## config.mk

```make
export PLATFORM = sky130hd
export DESIGN_NAME = rotary_encoder_acceleration
export DESIGN_NICKNAME = d
export VERILOG_FILES = /design/src/sv/rea_pkg.sv /design/src/sv/rea_sermul.sv /design/src/sv/rea_serdiv.sv /design/src/sv/rotary_encoder_acceleration.sv
export SDC_FILE = /design/constraint.sdc
export NUM_CORES = 2
export LEC_CHECK = 0
export BUFFER_PORTS_ARGS = -buffer_cell sky130_fd_sc_hd__buf_2
export CAP_MARGIN = 20
export CORE_MARGIN = 2
export CORE_UTILIZATION = 40
export DETAILED_ROUTE_END_ITERATION = 10
export MAX_ROUTING_LAYER = met4
export PLACE_DENSITY = 0.61
export SYNTH_ARGS = -nofsm -noshare
export SYNTH_HDL_FRONTEND = slang
export SYNTH_SLANG_ARGS = --single-unit
export TNS_END_PERCENT = 50
```

## constraint.sdc

```tcl
create_clock -name clk -period 33.2 [get_ports clk]
set_input_delay 3.32 -clock clk [delete_from_list [all_inputs] [get_ports clk]]
set_output_delay 3.32 -clock clk [all_outputs]
set_load 0.02 [all_outputs]
```

## src/sv/rea_pkg.sv

```systemverilog
// Shared constants, field widths, state encoding and the multiplier control struct for the
// rotary encoder acceleration block. No dependencies; every other file imports it.
package rea_pkg;

    // Field widths
    localparam int VALUE_W   = 32;
    localparam int STEP_W    = 31;
    localparam int DET_W     = 30;
    localparam int MOVE_W    = 33;
    localparam int RATIO_W   = 5;
    localparam int GAP_W     = 10;
    localparam int DELTA_W   = DET_W + 1;
    localparam int SUM_W     = 63;

    // Item commands
    localparam logic CMD_SAMPLE = 1'b0;
    localparam logic CMD_TICK   = 1'b1;

    // Configuration port
    localparam int DATA_W    = 32;
    localparam int ADDR_W    = 4;
    localparam int REG_IDX_W = 2;

    localparam logic [REG_IDX_W-1:0] REG_MIN   = 2'd0;
    localparam logic [REG_IDX_W-1:0] REG_MAX   = 2'd1;
    localparam logic [REG_IDX_W-1:0] REG_RATIO = 2'd2;
    localparam logic [REG_IDX_W-1:0] REG_GAP   = 2'd3;

    localparam logic [VALUE_W-1:0] MIN_RST   = 32'sd0;
    localparam logic [STEP_W-1:0]  MAX_RST   = 31'd10000;
    localparam logic [RATIO_W-1:0] RATIO_RST = 5'd5;
    localparam logic [GAP_W-1:0]   GAP_RST   = 10'd10;

    // Serial multiplier: one multiplier bit per cycle
    localparam int MUL_W     = 31;
    localparam int PROD_W    = 2 * MUL_W;
    localparam int CNT_W     = 5;
    localparam int GPROD_W   = GAP_W + STEP_W;
    localparam int RPROD_W   = RATIO_W + STEP_W;

    localparam logic [CNT_W-1:0] LEN_FULL  = CNT_W'(MUL_W);
    localparam logic [CNT_W-1:0] LEN_GAP   = CNT_W'(GAP_W);
    localparam logic [CNT_W-1:0] LEN_RATIO = CNT_W'(RATIO_W);

    typedef struct packed {
        logic             start;
        logic [CNT_W-1:0] len;
    } mul_ctl_t;

    typedef enum logic [3:0] {
        ST_IDLE,
        ST_SMP_DELTA,
        ST_SMP_GO,
        ST_SMP_MUL,
        ST_SMP_SUM,
        ST_SMP_CLAMP,
        ST_TCK_MOVE,
        ST_TCK_GO,
        ST_TCK_GAP,
        ST_TCK_GROW_CHK,
        ST_TCK_GROW,
        ST_TCK_SHRINK_CHK,
        ST_TCK_DIV,
        ST_DONE
    } state_t;

endpackage

```

## src/sv/rea_sermul.sv

```systemverilog
// Shift-add serial multiplier, one multiplier bit per cycle, LSB first.
// Depends on rea_pkg (widths, mul_ctl_t).
module rea_sermul (
    input  logic                       clk,
    input  logic                       rst_n,
    input  rea_pkg::mul_ctl_t          ctl,
    input  logic [rea_pkg::MUL_W-1:0]  a,
    input  logic [rea_pkg::MUL_W-1:0]  b,
    output logic                       done,
    output logic [rea_pkg::PROD_W-1:0] prod
);
    import rea_pkg::*;

    logic             run_reg, run_next;
    logic             done_reg, done_next;
    logic [CNT_W-1:0] cnt_reg, cnt_next;
    logic [MUL_W-1:0] a_reg, a_next;
    logic [MUL_W-1:0] b_reg, b_next;
    logic [PROD_W-1:0] p_reg, p_next;
    logic [MUL_W:0]   part_sum;

    // Partial product into the upper half, then shift the whole product right
    assign part_sum = {1'b0, p_reg[PROD_W-1:MUL_W]} + (b_reg[0] ? {1'b0, a_reg} : '0);

    always_comb
    begin
        run_next  = run_reg;
        done_next = 1'b0;
        cnt_next  = cnt_reg;
        a_next    = a_reg;
        b_next    = b_reg;
        p_next    = p_reg;
        if (ctl.start)
        begin
            run_next = 1'b1;
            cnt_next = ctl.len;
            a_next   = a;
            b_next   = b;
            p_next   = '0;
        end
        else if (run_reg)
        begin
            p_next   = {part_sum, p_reg[MUL_W-1:1]};
            b_next   = {1'b0, b_reg[MUL_W-1:1]};
            cnt_next = cnt_reg - CNT_W'(1);
            if (cnt_reg == CNT_W'(1))
            begin
                run_next  = 1'b0;
                done_next = 1'b1;
            end
        end
    end

    // Control
    always_ff @(posedge clk or negedge rst_n)
    begin
        if (!rst_n)
        begin
            run_reg  <= 1'b0;
            done_reg <= 1'b0;
            cnt_reg  <= '0;
        end
        else
        begin
            run_reg  <= run_next;
            done_reg <= done_next;
            cnt_reg  <= cnt_next;
        end
    end

    // Operands and product
    always_ff @(posedge clk)
    begin
        a_reg <= a_next;
        b_reg <= b_next;
        p_reg <= p_next;
    end

    assign done = done_reg;
    assign prod = p_reg;

endmodule

```

## src/sv/rea_serdiv.sv

```systemverilog
// Restoring serial divider of the step by the ratio, one quotient bit per cycle.
// Depends on rea_pkg (widths).
module rea_serdiv (
    input  logic                        clk,
    input  logic                        rst_n,
    input  logic                        start,
    input  logic [rea_pkg::STEP_W-1:0]  dividend,
    input  logic [rea_pkg::RATIO_W-1:0] divisor,
    output logic                        done,
    output logic [rea_pkg::STEP_W-1:0]  quotient
);
    import rea_pkg::*;

    logic               run_reg, run_next;
    logic               done_reg, done_next;
    logic [CNT_W-1:0]   cnt_reg, cnt_next;
    logic [RATIO_W-1:0] rem_reg, rem_next;
    logic [RATIO_W-1:0] dvs_reg, dvs_next;
    logic [STEP_W-1:0]  quo_reg, quo_next;
    logic [RATIO_W:0]   trial;
    logic [RATIO_W:0]   diff;
    logic               ge;

    // One restoring step: bring down the next dividend bit, subtract if it fits
    assign trial = {rem_reg, quo_reg[STEP_W-1]};
    assign diff  = trial - {1'b0, dvs_reg};
    assign ge    = trial >= {1'b0, dvs_reg};

    always_comb
    begin
        run_next  = run_reg;
        done_next = 1'b0;
        cnt_next  = cnt_reg;
        rem_next  = rem_reg;
        dvs_next  = dvs_reg;
        quo_next  = quo_reg;
        if (start)
        begin
            run_next = 1'b1;
            cnt_next = CNT_W'(STEP_W);
            rem_next = '0;
            dvs_next = divisor;
            quo_next = dividend;
        end
        else if (run_reg)
        begin
            rem_next = ge ? diff[RATIO_W-1:0] : trial[RATIO_W-1:0];
            quo_next = {quo_reg[STEP_W-2:0], ge};
            cnt_next = cnt_reg - CNT_W'(1);
            if (cnt_reg == CNT_W'(1))
            begin
                run_next  = 1'b0;
                done_next = 1'b1;
            end
        end
    end

    // Control
    always_ff @(posedge clk or negedge rst_n)
    begin
        if (!rst_n)
        begin
            run_reg  <= 1'b0;
            done_reg <= 1'b0;
            cnt_reg  <= '0;
        end
        else
        begin
            run_reg  <= run_next;
            done_reg <= done_next;
            cnt_reg  <= cnt_next;
        end
    end

    // Datapath
    always_ff @(posedge clk)
    begin
        rem_reg <= rem_next;
        dvs_reg <= dvs_next;
        quo_reg <= quo_next;
    end

    assign done     = done_reg;
    assign quotient = quo_reg;

endmodule

```

## src/sv/rotary_encoder_acceleration.sv

```systemverilog
// Rotary encoder acceleration: detent tracking, accelerated clamped value and
// step adaptation. Depends on rea_pkg, rea_sermul and rea_serdiv.
//
// Usage: items arrive on the item channel (cmd, raw_count) under valid/ready.
// cmd 0 is a position sample, cmd 1 an interval tick. Each item gives exactly
// one result beat (value, step_size, detent_pos, interval_move) on the result
// channel. One item is in work at a time; item_ready is high only when idle.
// A sample whose detent is unchanged passes the delta and go states to the
// final state; a sample that moves the value runs the serial multiplier (one
// step bit per cycle), then the sum and clamp states. A tick runs it for the
// gap product, again for the ratio product if the step grows, and then the
// divider if the step shrinks. A finished result sits in the output register,
// so a new item may be accepted while result_ready is low; the block then
// waits in its final state until the output register is free. Reset: value 0,
// step 1, detent and reference values -1, registers at their defaults (min 0,
// max 10000, ratio 5, gap 10), no result pending. The user must write the
// registers through the APB port only while the block is idle; it is not enforced.
module rotary_encoder_acceleration (
    input  logic                               clk,
    input  logic                               rst_n,
    input  logic                               psel,
    input  logic                               penable,
    input  logic                               pwrite,
    input  logic [rea_pkg::ADDR_W-1:0]         paddr,
    input  logic [rea_pkg::DATA_W-1:0]         pwdata,
    output logic [rea_pkg::DATA_W-1:0]         prdata,
    output logic                               pready,
    input  logic                               item_valid,
    output logic                               item_ready,
    input  logic                               cmd,
    input  logic signed [rea_pkg::VALUE_W-1:0] raw_count,
    output logic                               result_valid,
    input  logic                               result_ready,
    output logic signed [rea_pkg::VALUE_W-1:0] value,
    output logic [rea_pkg::STEP_W-1:0]         step_size,
    output logic signed [rea_pkg::DET_W-1:0]   detent_pos,
    output logic signed [rea_pkg::MOVE_W-1:0]  interval_move
);
    import rea_pkg::*;

    // Configuration
    logic signed [VALUE_W-1:0] min_reg;
    logic [STEP_W-1:0]         max_reg;
    logic [RATIO_W-1:0]        ratio_reg;
    logic [GAP_W-1:0]          gap_reg;
    logic                      cfg_wr;
    logic [REG_IDX_W-1:0]      cfg_idx;

    // Block state
    state_t                    state_reg, state_next;
    logic signed [VALUE_W-1:0] out_value_reg, out_value_next;
    logic [STEP_W-1:0]         step_reg, step_next;
    logic signed [DET_W-1:0]   last_det_reg, last_det_next;
    logic signed [VALUE_W-1:0] vac_reg, vac_next;
    logic signed [VALUE_W-1:0] vat_reg, vat_next;

    // Per-item working registers
    logic                      cmd_reg, cmd_next;
    logic signed [DET_W-1:0]   det_reg, det_next;
    logic signed [DELTA_W-1:0] delta_reg, delta_next;
    logic signed [SUM_W-1:0]   sum_reg, sum_next;
    logic signed [MOVE_W-1:0]  move_reg, move_next;
    logic [MOVE_W-1:0]         mag_reg, mag_next;

    // Result register
    logic                      res_valid_reg, res_valid_next;
    logic signed [VALUE_W-1:0] res_value_reg, res_value_next;
    logic [STEP_W-1:0]         res_step_reg, res_step_next;
    logic signed [DET_W-1:0]   res_det_reg, res_det_next;
    logic signed [MOVE_W-1:0]  res_move_reg, res_move_next;

    // Control and helpers
    logic                      item_fire;
    logic                      res_load;
    mul_ctl_t                  mul_ctl;
    logic [MUL_W-1:0]          mul_a;
    logic [MUL_W-1:0]          mul_b;
    logic                      mul_done;
    logic [PROD_W-1:0]         mul_prod;
    logic                      div_start;
    logic                      div_done;
    logic [STEP_W-1:0]         div_quo;
    logic [RATIO_W-1:0]        r_eff;
    logic [STEP_W-1:0]         cap;
    logic                      det_fix;
    logic [DET_W-1:0]          det_in;
    logic [DELTA_W-1:0]        delta_mag;
    logic [GPROD_W-1:0]        gap_prod;
    logic [RPROD_W-1:0]        grow_prod;
    logic                      grow;
    logic                      shrink;
    logic signed [SUM_W-1:0]   out_ext;
    logic signed [SUM_W-1:0]   prod_ext;
    logic signed [SUM_W-1:0]   min_ext;
    logic signed [SUM_W-1:0]   max_ext;
    logic                      clamp_lo;
    logic                      clamp_hi;
    logic                      min_gt_max;

    // APB port
    assign pready  = 1'b1;
    assign cfg_wr  = psel && penable && pwrite;
    assign cfg_idx = paddr[ADDR_W-1:2];

    always_ff @(posedge clk or negedge rst_n)
    begin
        if (!rst_n)
        begin
            min_reg   <= MIN_RST;
            max_reg   <= MAX_RST;
            ratio_reg <= RATIO_RST;
            gap_reg   <= GAP_RST;
        end
        else if (cfg_wr)
        begin
            case (cfg_idx)
                REG_MIN:   min_reg   <= pwdata;
                REG_MAX:   max_reg   <= pwdata[STEP_W-1:0];
                REG_RATIO: ratio_reg <= pwdata[RATIO_W-1:0];
                REG_GAP:   gap_reg   <= pwdata[GAP_W-1:0];
                default:   ;
            endcase
        end
    end

    always_comb
    begin
        case (cfg_idx)
            REG_MIN:   prdata = min_reg;
            REG_MAX:   prdata = {{(DATA_W-STEP_W){1'b0}}, max_reg};
            REG_RATIO: prdata = {{(DATA_W-RATIO_W){1'b0}}, ratio_reg};
            REG_GAP:   prdata = {{(DATA_W-GAP_W){1'b0}}, gap_reg};
            default:   prdata = '0;
        endcase
    end

    // Ratio zero acts as one; max zero caps the step at one
    assign r_eff = (ratio_reg == '0) ? RATIO_W'(1) : ratio_reg;
    assign cap   = (max_reg == '0) ? STEP_W'(1) : max_reg;

    // Detent: raw count / 4, truncated toward zero
    assign det_fix = raw_count[VALUE_W-1] && (raw_count[1:0] != 2'b00);
    assign det_in  = raw_count[VALUE_W-1:2] + DET_W'(det_fix);

    assign item_fire = item_valid && item_ready;

    // Arithmetic helpers
    assign delta_mag = delta_reg[DELTA_W-1] ? (~delta_reg + DELTA_W'(1)) : delta_reg;
    assign gap_prod  = mul_prod[PROD_W-1 -: GPROD_W];
    assign grow_prod = mul_prod[PROD_W-1 -: RPROD_W];
    assign grow      = {{(GPROD_W-MOVE_W){1'b0}}, mag_reg} > gap_prod;
    assign shrink    = mag_reg < {{(MOVE_W-STEP_W){1'b0}}, step_reg};

    assign out_ext    = {{(SUM_W-VALUE_W){out_value_reg[VALUE_W-1]}}, out_value_reg};
    assign prod_ext   = {1'b0, mul_prod};
    assign min_ext    = {{(SUM_W-VALUE_W){min_reg[VALUE_W-1]}}, min_reg};
    assign max_ext    = {{(SUM_W-STEP_W){1'b0}}, max_reg};
    assign clamp_lo   = sum_reg < min_ext;
    assign min_gt_max = $signed({min_reg[VALUE_W-1], min_reg}) > $signed({2'b00, max_reg});
    assign clamp_hi   = clamp_lo ? min_gt_max : (sum_reg > max_ext);

    // Next state
    always_comb
    begin
        state_next = state_reg;
        case (state_reg)
            ST_IDLE:
                if (item_fire)
                    state_next = (cmd == CMD_TICK) ? ST_TCK_MOVE : ST_SMP_DELTA;
            ST_SMP_DELTA:      state_next = ST_SMP_GO;
            ST_SMP_GO:         state_next = (delta_reg == '0) ? ST_DONE : ST_SMP_MUL;
            ST_SMP_MUL:
                if (mul_done)
                    state_next = ST_SMP_SUM;
            ST_SMP_SUM:        state_next = ST_SMP_CLAMP;
            ST_SMP_CLAMP:      state_next = ST_DONE;
            ST_TCK_MOVE:       state_next = ST_TCK_GO;
            ST_TCK_GO:         state_next = ST_TCK_GAP;
            ST_TCK_GAP:
                if (mul_done)
                    state_next = ST_TCK_GROW_CHK;
            ST_TCK_GROW_CHK:   state_next = grow ? ST_TCK_GROW : ST_TCK_SHRINK_CHK;
            ST_TCK_GROW:
                if (mul_done)
                    state_next = ST_TCK_SHRINK_CHK;
            ST_TCK_SHRINK_CHK: state_next = shrink ? ST_TCK_DIV : ST_DONE;
            ST_TCK_DIV:
                if (div_done)
                    state_next = ST_DONE;
            ST_DONE:
                if (res_load)
                    state_next = ST_IDLE;
            default:           state_next = ST_IDLE;
        endcase
    end

    // Control outputs: handshake and unit starts
    always_comb
    begin
        item_ready    = 1'b0;
        res_load      = 1'b0;
        mul_ctl.start = 1'b0;
        mul_ctl.len   = LEN_FULL;
        mul_a         = step_reg;
        mul_b         = '0;
        div_start     = 1'b0;
        case (state_reg)
            ST_IDLE:
                item_ready = 1'b1;
            ST_SMP_GO:
            begin
                mul_ctl.start = (delta_reg != '0);
                mul_a         = delta_mag;
                mul_b         = step_reg;
            end
            ST_TCK_GO:
            begin
                mul_ctl.start = 1'b1;
                mul_ctl.len   = LEN_GAP;
                mul_b         = {{(MUL_W-GAP_W){1'b0}}, gap_reg};
            end
            ST_TCK_GROW_CHK:
            begin
                mul_ctl.start = grow;
                mul_ctl.len   = LEN_RATIO;
                mul_b         = {{(MUL_W-RATIO_W){1'b0}}, r_eff};
            end
            ST_TCK_SHRINK_CHK:
                div_start = shrink;
            ST_DONE:
                res_load = !res_valid_reg || result_ready;
            default: ;
        endcase
    end

    // Datapath next values
    always_comb
    begin
        out_value_next = out_value_reg;
        step_next      = step_reg;
        last_det_next  = last_det_reg;
        vac_next       = vac_reg;
        vat_next       = vat_reg;
        cmd_next       = cmd_reg;
        det_next       = det_reg;
        delta_next     = delta_reg;
        sum_next       = sum_reg;
        move_next      = move_reg;
        mag_next       = mag_reg;
        res_value_next = res_value_reg;
        res_step_next  = res_step_reg;
        res_det_next   = res_det_reg;
        res_move_next  = res_move_reg;
        case (state_reg)
            ST_IDLE:
                if (item_fire)
                begin
                    cmd_next = cmd;
                    det_next = det_in;
                end
            ST_SMP_DELTA:
                delta_next = {det_reg[DET_W-1], det_reg}
                           - {last_det_reg[DET_W-1], last_det_reg};
            ST_SMP_SUM:
                sum_next = delta_reg[DELTA_W-1] ? (out_ext - prod_ext) : (out_ext + prod_ext);
            ST_SMP_CLAMP:
            begin
                if (clamp_hi)
                    out_value_next = {1'b0, max_reg};
                else if (clamp_lo)
                    out_value_next = min_reg;
                else
                    out_value_next = sum_reg[VALUE_W-1:0];
                if (clamp_lo || clamp_hi)
                    step_next = STEP_W'(1);
                last_det_next = det_reg;
                vac_next      = out_value_next;
            end
            ST_TCK_MOVE:
                move_next = {vac_reg[VALUE_W-1], vac_reg} - {vat_reg[VALUE_W-1], vat_reg};
            ST_TCK_GO:
            begin
                mag_next = move_reg[MOVE_W-1] ? (~move_reg + MOVE_W'(1)) : move_reg;
                vat_next = vac_reg;
            end
            ST_TCK_GROW:
                if (mul_done)
                    step_next = (grow_prod > {{(RPROD_W-STEP_W){1'b0}}, cap})
                              ? cap : grow_prod[STEP_W-1:0];
            ST_TCK_DIV:
                if (div_done)
                    step_next = (div_quo == '0) ? STEP_W'(1) : div_quo;
            ST_DONE:
                if (res_load)
                begin
                    res_value_next = out_value_reg;
                    res_step_next  = step_reg;
                    res_det_next   = last_det_reg;
                    res_move_next  = (cmd_reg == CMD_TICK) ? move_reg : '0;
                end
            default: ;
        endcase
    end

    // Result beat valid: set on load, cleared when taken
    always_comb
    begin
        res_valid_next = res_valid_reg;
        if (res_load)
            res_valid_next = 1'b1;
        else if (result_ready)
            res_valid_next = 1'b0;
    end

    // Control and block state registers
    always_ff @(posedge clk or negedge rst_n)
    begin
        if (!rst_n)
        begin
            state_reg     <= ST_IDLE;
            res_valid_reg <= 1'b0;
            out_value_reg <= '0;
            step_reg      <= STEP_W'(1);
            last_det_reg  <= '1;
            vac_reg       <= '1;
            vat_reg       <= '1;
        end
        else
        begin
            state_reg     <= state_next;
            res_valid_reg <= res_valid_next;
            out_value_reg <= out_value_next;
            step_reg      <= step_next;
            last_det_reg  <= last_det_next;
            vac_reg       <= vac_next;
            vat_reg       <= vat_next;
        end
    end

    // Payload registers
    always_ff @(posedge clk)
    begin
        cmd_reg       <= cmd_next;
        det_reg       <= det_next;
        delta_reg     <= delta_next;
        sum_reg       <= sum_next;
        move_reg      <= move_next;
        mag_reg       <= mag_next;
        res_value_reg <= res_value_next;
        res_step_reg  <= res_step_next;
        res_det_reg   <= res_det_next;
        res_move_reg  <= res_move_next;
    end

    // Shared serial multiplier
    rea_sermul u_mul (
        .clk   (clk),
        .rst_n (rst_n),
        .ctl   (mul_ctl),
        .a     (mul_a),
        .b     (mul_b),
        .done  (mul_done),
        .prod  (mul_prod)
    );

    // Step shrink divider
    rea_serdiv u_div (
        .clk      (clk),
        .rst_n    (rst_n),
        .start    (div_start),
        .dividend (step_reg),
        .divisor  (r_eff),
        .done     (div_done),
        .quotient (div_quo)
    );

    assign result_valid  = res_valid_reg;
    assign value         = res_value_reg;
    assign step_size     = res_step_reg;
    assign detent_pos    = res_det_reg;
    assign interval_move = res_move_reg;

    // Checks
    a_step_nonzero: assert property (@(posedge clk) disable iff (!rst_n)
        step_reg != '0)
        else $error("step dropped to zero");

    a_mul_done_waiting: assert property (@(posedge clk) disable iff (!rst_n)
        mul_done |-> (state_reg == ST_SMP_MUL || state_reg == ST_TCK_GAP
                      || state_reg == ST_TCK_GROW))
        else $error("multiplier finished outside a wait state");

    a_div_done_waiting: assert property (@(posedge clk) disable iff (!rst_n)
        div_done |-> (state_reg == ST_TCK_DIV))
        else $error("divider finished outside its wait state");

    a_clamp_bounds: assert property (@(posedge clk) disable iff (!rst_n)
        (state_reg == ST_SMP_CLAMP && $signed(min_reg) <= $signed({1'b0, max_reg}))
        |=> ($signed(out_value_reg) >= $signed(min_reg)
             && $signed(out_value_reg) <= $signed({1'b0, max_reg})))
        else $error("clamped value outside bounds");

endmodule
```

# After elaboration in Yosys (flattened, before gate mapping)
# Cells that the tools add are included.
# op_classes
reduce_logical	27
n_mux	57
eq_ne	25
magnitude_cmp	7
addsub	11
bitwise	2
# ops
cell	count
$mux 31	13
$pmux 31 s3	2
$pmux 32 s4	1
$mux 32	3
$logic_not 31->1	3
$add 32x63->63	1
$gt 63x32->1	1
$lt 63x32->1	1
$mux 63	1
$sub 32x63->63	1
$pmux 4 s14	1
$gt 33x41->1	1
$gt 36x31->1	1
$add 33x2->33 const B	1
$lt 33x31->1	1
$not 33->33	1
$sub 32x32->33	1
$add 31x32->32	1
$gt 32x32->1	1
$add 31x2->31 const B	1
$not 31->31	1
$reduce_bool 31->1	1
$sub 30x30->31	1
$add 30x1->30	1
29 further kinds	88
# totals
output_inout_bits	161
register_bits	736

# Longest topological paths before layout
# logic_depth
word_depth	6
ltp_mapped	21

# Cells and area by module
# A second synthesis with hierarchy kept.
# unflattened
cells_unflattened	4603
hier_area_um2	46151.8
# modules_own_cells
mod	cells_per_inst	n_inst	area_per_inst_um2
rotary_encoder_acceleration	3822	1	37144.4
rea_sermul	623	1	6739.0
rea_serdiv	158	1	2268.4

# Worst setup path before layout
# OpenSTA, ideal clock, no wires.
# synth_timing
kind	input port to flip-flop
startpoint	input result_ready
endpoint	register res_det_reg[0], in the netlist detent_pos[0], enable pin
t_arrival_ns	12.503
stages	2
setup_time_ns	0.791
slack_ns	19.906
path_cell_list	nand2b_1 nor3b_1
# synth_between
elab_chain_len	3
# synth_lines
element	line	source
start, declared	rotary_encoder_acceleration.sv:33	input logic result_ready,
$logic_or 1x1->1	rotary_encoder_acceleration.sv:231	res_load = !res_valid_reg || result_ready;
$mux 1	rotary_encoder_acceleration.sv:207	case (state_reg)
net res_load	rotary_encoder_acceleration.sv:74	logic res_load;
$reduce_and 2->1 (no line)	--	
end signal, assigned	rotary_encoder_acceleration.sv:351	res_det_reg <= res_det_next;
end, declared	rotary_encoder_acceleration.sv:69	logic signed [DET_W-1:0] res_det_reg, res_det_next;
# The timed path passes the listed nets, and every way through them passes these cells.
# A chain may end at the register's enable or synchronous reset.

# Worst setup path after layout
# layout_timing
startpoint	input paddr[2] (netlist bit)
endpoint	output prdata[6] (netlist bit)
# layout_between
elab_chain_len	2
elab_cells_between_ends	5
cone_classes	3 x eq/ne; 1 x mux; 1 x reduce/logical
# layout_lines
element	line	source
start, declared	rotary_encoder_acceleration.sv:24	input logic [rea_pkg::ADDR_W-1:0] paddr,
$eq 2x2->1 (tied with other cells)	rotary_encoder_acceleration.sv:128	case (cfg_idx)
$pmux 32 s4 (*)	rotary_encoder_acceleration.sv:128	
end, declared	rotary_encoder_acceleration.sv:26	output logic [rea_pkg::DATA_W-1:0] prdata,
# Every way passes the cells marked *; elsewhere a longest branch is shown, timed or not.

==> impl_metrics.toml <==
[status]
status = "finished clean"

[flow_run]
drv_cap = 0

[synth]
synthSimpleGateAreaFrac_pct = 13.0
yosysSeqAreaShare_pct = 45.8
synth-xor-area-share_pct = 5.57
synth-seq-cells = 736
netlist.area_leader.share_pct = 28.1
muxShareOfSynthArea_pct = 5.67
synth.cell_area_um2 = 44300
async_reset_ff_share_pct = 34.5
synth_compound_area_share_pct = 14.9
ys_types = 84
ys_warn_count = 0
yosys.area_share.adder_pct = 11.1
synth_nets = 4815
synth_flop_cell = "edfxtp_1"
synthCells = 4347
avgSynthCellArea_um2 = 10.2
synth_top_family_by_area = "compound AO/OA/AOI/OAI gates"
yosysTopAreaCell = "edfxtp_1"
synth.area.top_cells = "edfxtp_1, ha_1, dfrtp_1"
synth-edff-count = 415

[power_and_ir_drop]
p_clk_share_pct = 18.4
p_sw_mw = 2.17
p_seq_share_pct = 34.0
power.internal_mw = 2.89
switching_share_pct = 42.9
irDropWorstVdd_v = 0.0000457
comb_power_share_pct = 47.5
leakagePower_nw = 20.7
power_per_cell_area_nw_per_um2 = 101
fin_total_pwr_mw = 5.06

[sta]
max_freq_mhz = 120
worstMarginPinSlew_ps = 1090
setup-violations-final = 0
final-max-slew-violation-count = 0
grt_setup_unrepaired = "no"
min_period_over_period_pct = 25.1
slew_headroom_pct = 26.6
finalHoldViolCount = 0
final.setup.tns_ps = 0
finalClockSkew_ps = 29.5
min_period_ps = 8340

[floorplanning]
row_count = 122
boundaryPins = 237
initial_core_util_pct = 40.2
dieArea_um2 = 114000
coreArea_um2 = 110000
fp.dieW_um = 337
chipHeight_um = 337

[route]
drt-initial-drc-count = 2851
drcViolationCount = 0
vias_per_cell = 5.56
postRouteAntennaNets = 0
first_pass_iters = 5
drt_wl_total_mm = 133
num_vias = 34000
wl_per_cell_um = 21.8

[setup_path]
cp_cell_sequence = "buf_2, buf_4, mux2i_1, o21ai_0, buf_2"
cpMaxStageDelayCell = "buf_4"
cp.required_ps = 29880
crit_arrival_ps = 5020
cp_max_fo = 41
max_stage_delay_ps = 610
start_kind = "primary input"
endpoint_kind = "primary output"
critPathMostFrequentCell = "buf_2"
critical_path_class = "in2out"

[clock_network]
clock_path_buffers = 3
postCtsHoldBufs = 0
cts_buffers = 83
clk_pin_slew_ps = 60
ctsResizeCount = 0
ctsHtreeMaxLevel = 3
root_buffer = "clkbuf_16"
cts_tree = "built"
insertion_delay_ps = 650
cts.sink_count = 736
post-cts-setup-buffer-count = 0

[min_path]
min_path_type = "reg2reg"

[grt]
grt_pass1_vias = 32500
gr-total-overflow = 0
grt_max_degree = 159
grt_use_total_pct = 23.8
grt_pass1_wl_mm = 200
antenna_found_initial = 4

[layout]
regArea_um2 = 20300
final_cell_mix = "edfxtp_1, nand2_1, ha_1, o21ai_0, inv_1"
largest_reg_flops = 63
nNetsFinal = 5027
layout_commonest_cell = "edfxtp_1"
multi_input_area_um2 = 22400
fillers = 10400
syn2layout_area_growth_pct = 12.6
drive_above_1_share_pct = 14.5

[place]
dp_hpwl_mm = 101
portBuffers = 233
place_congestion = 0.945
==> metal layers <==
layer / vias to the layer above / wire [um] / track usage [%]
met5: - / 0 / -
met4: 0 / 4710 / 8.49
met3: 228 / 7740 / 3.42
met2: 935 / 62100 / 37.7
met1: 16600 / 58500 / 31.2
li1: 16200 / - / -
==> final cells by class <==
type,instances,area share [%]
antenna,2,0.0100
tap,1488,3.73
clock buffer,118,4.69
timing repair buffer,274,3.05
multi-input combinational,3154,44.8
inverter,310,2.34
clock inverter,37,0.762
sequential,736,40.6
==> power by group through the flow <==
stage          Sequential [mW]  Clock (mW)  Combinational [mW]
2_1_floorplan             1.59           0                1.78
3_3_place_gp              1.74           0                2.34
3_5_place_dp              1.74           0                2.37
4_1_cts                   1.72       0.950                2.39
5_1_grt                   1.75       0.987                2.68
6_report                  1.72       0.934                2.40
==> stage by stage <==
step | setup slack (ps) | std cells | hold WS, ps | instance area [um^2] | util (%)
floorplan | 19910 | 4347 | 425 | 44300 | -
global placement | 24830 | 5958 | 472 | 47200 | 42.7
detailed placement | 24840 | 5958 | 482 | 47200 | 42.7
CTS | 24840 | 6113 | 478 | 49900 | 45.2
global route | 24850 | 6117 | 508 | 49900 | 45.3
finish | 24860 | 6119 | 470 | 49900 | 45.3
==> logic make-up after synthesis <==
logic type / Yosys count
simple gates: 1193
xor+xnor: 282
mux: 231
buf+inv: 457
fa+ha+maj: 392
compound gates: 1055
other cells: 1
flops: 736
==> path summary, 6_finish.rpt <==
kind                       slack (ps)  depth (start not counted)          start                end
setup / recovery                24860                          5       paddr[2]          prdata[6]
hold / removal                    470                          2     det_reg[2]    last_det_reg[2]
setup reg to reg                26280                         17  u_mul.prod[7]        sum_reg[62]
hold reg to reg                   470                          2     det_reg[2]    last_det_reg[2]
max in group asynchronous       28950                          2          rst_n  out_value_reg[30]
min in group asynchronous        2770                          1          rst_n       ratio_reg[3]
==> worst max-delay path: cells and delay by family <==
kind | cells | cell delay (ps)
mux | 1 | 150
compound gates | 1 | 560
buf+inv | 3 | 970
==> synthesized netlist by cell type (12+ instances only) <==
cell type / number
edfxtp_1: 415
nand2_1: 411
ha_1: 387
o21ai_0: 361
inv_1: 309
nor2_1: 283
a21oi_1: 218
xnor2_1: 200
dfrtp_1: 150
a21o_1: 123
mux2i_1: 116
clkbuf_1: 115
mux2_2: 110
dfstp_2: 104
xor2_1: 82
and2_1: 81
dfxtp_1: 67
nand3_1: 64
nand4_1: 64
nor3_1: 55
nor4_1: 45
a31oi_1: 42
nor2b_1: 39
nand2b_1: 31
o221ai_1: 31
o21a_1: 30
o31ai_1: 30
a211oi_1: 28
and3_1: 28
o21bai_1: 26
buf_1: 21
a22o_1: 20
or2_2: 20
o211ai_1: 18
o41ai_1: 15
a2111oi_0: 14
a221oi_1: 14
and4_1: 13
or3_1: 13
a41oi_1: 12
or4_1: 12
No activity file was read; power rests on OpenSTA's default activity.
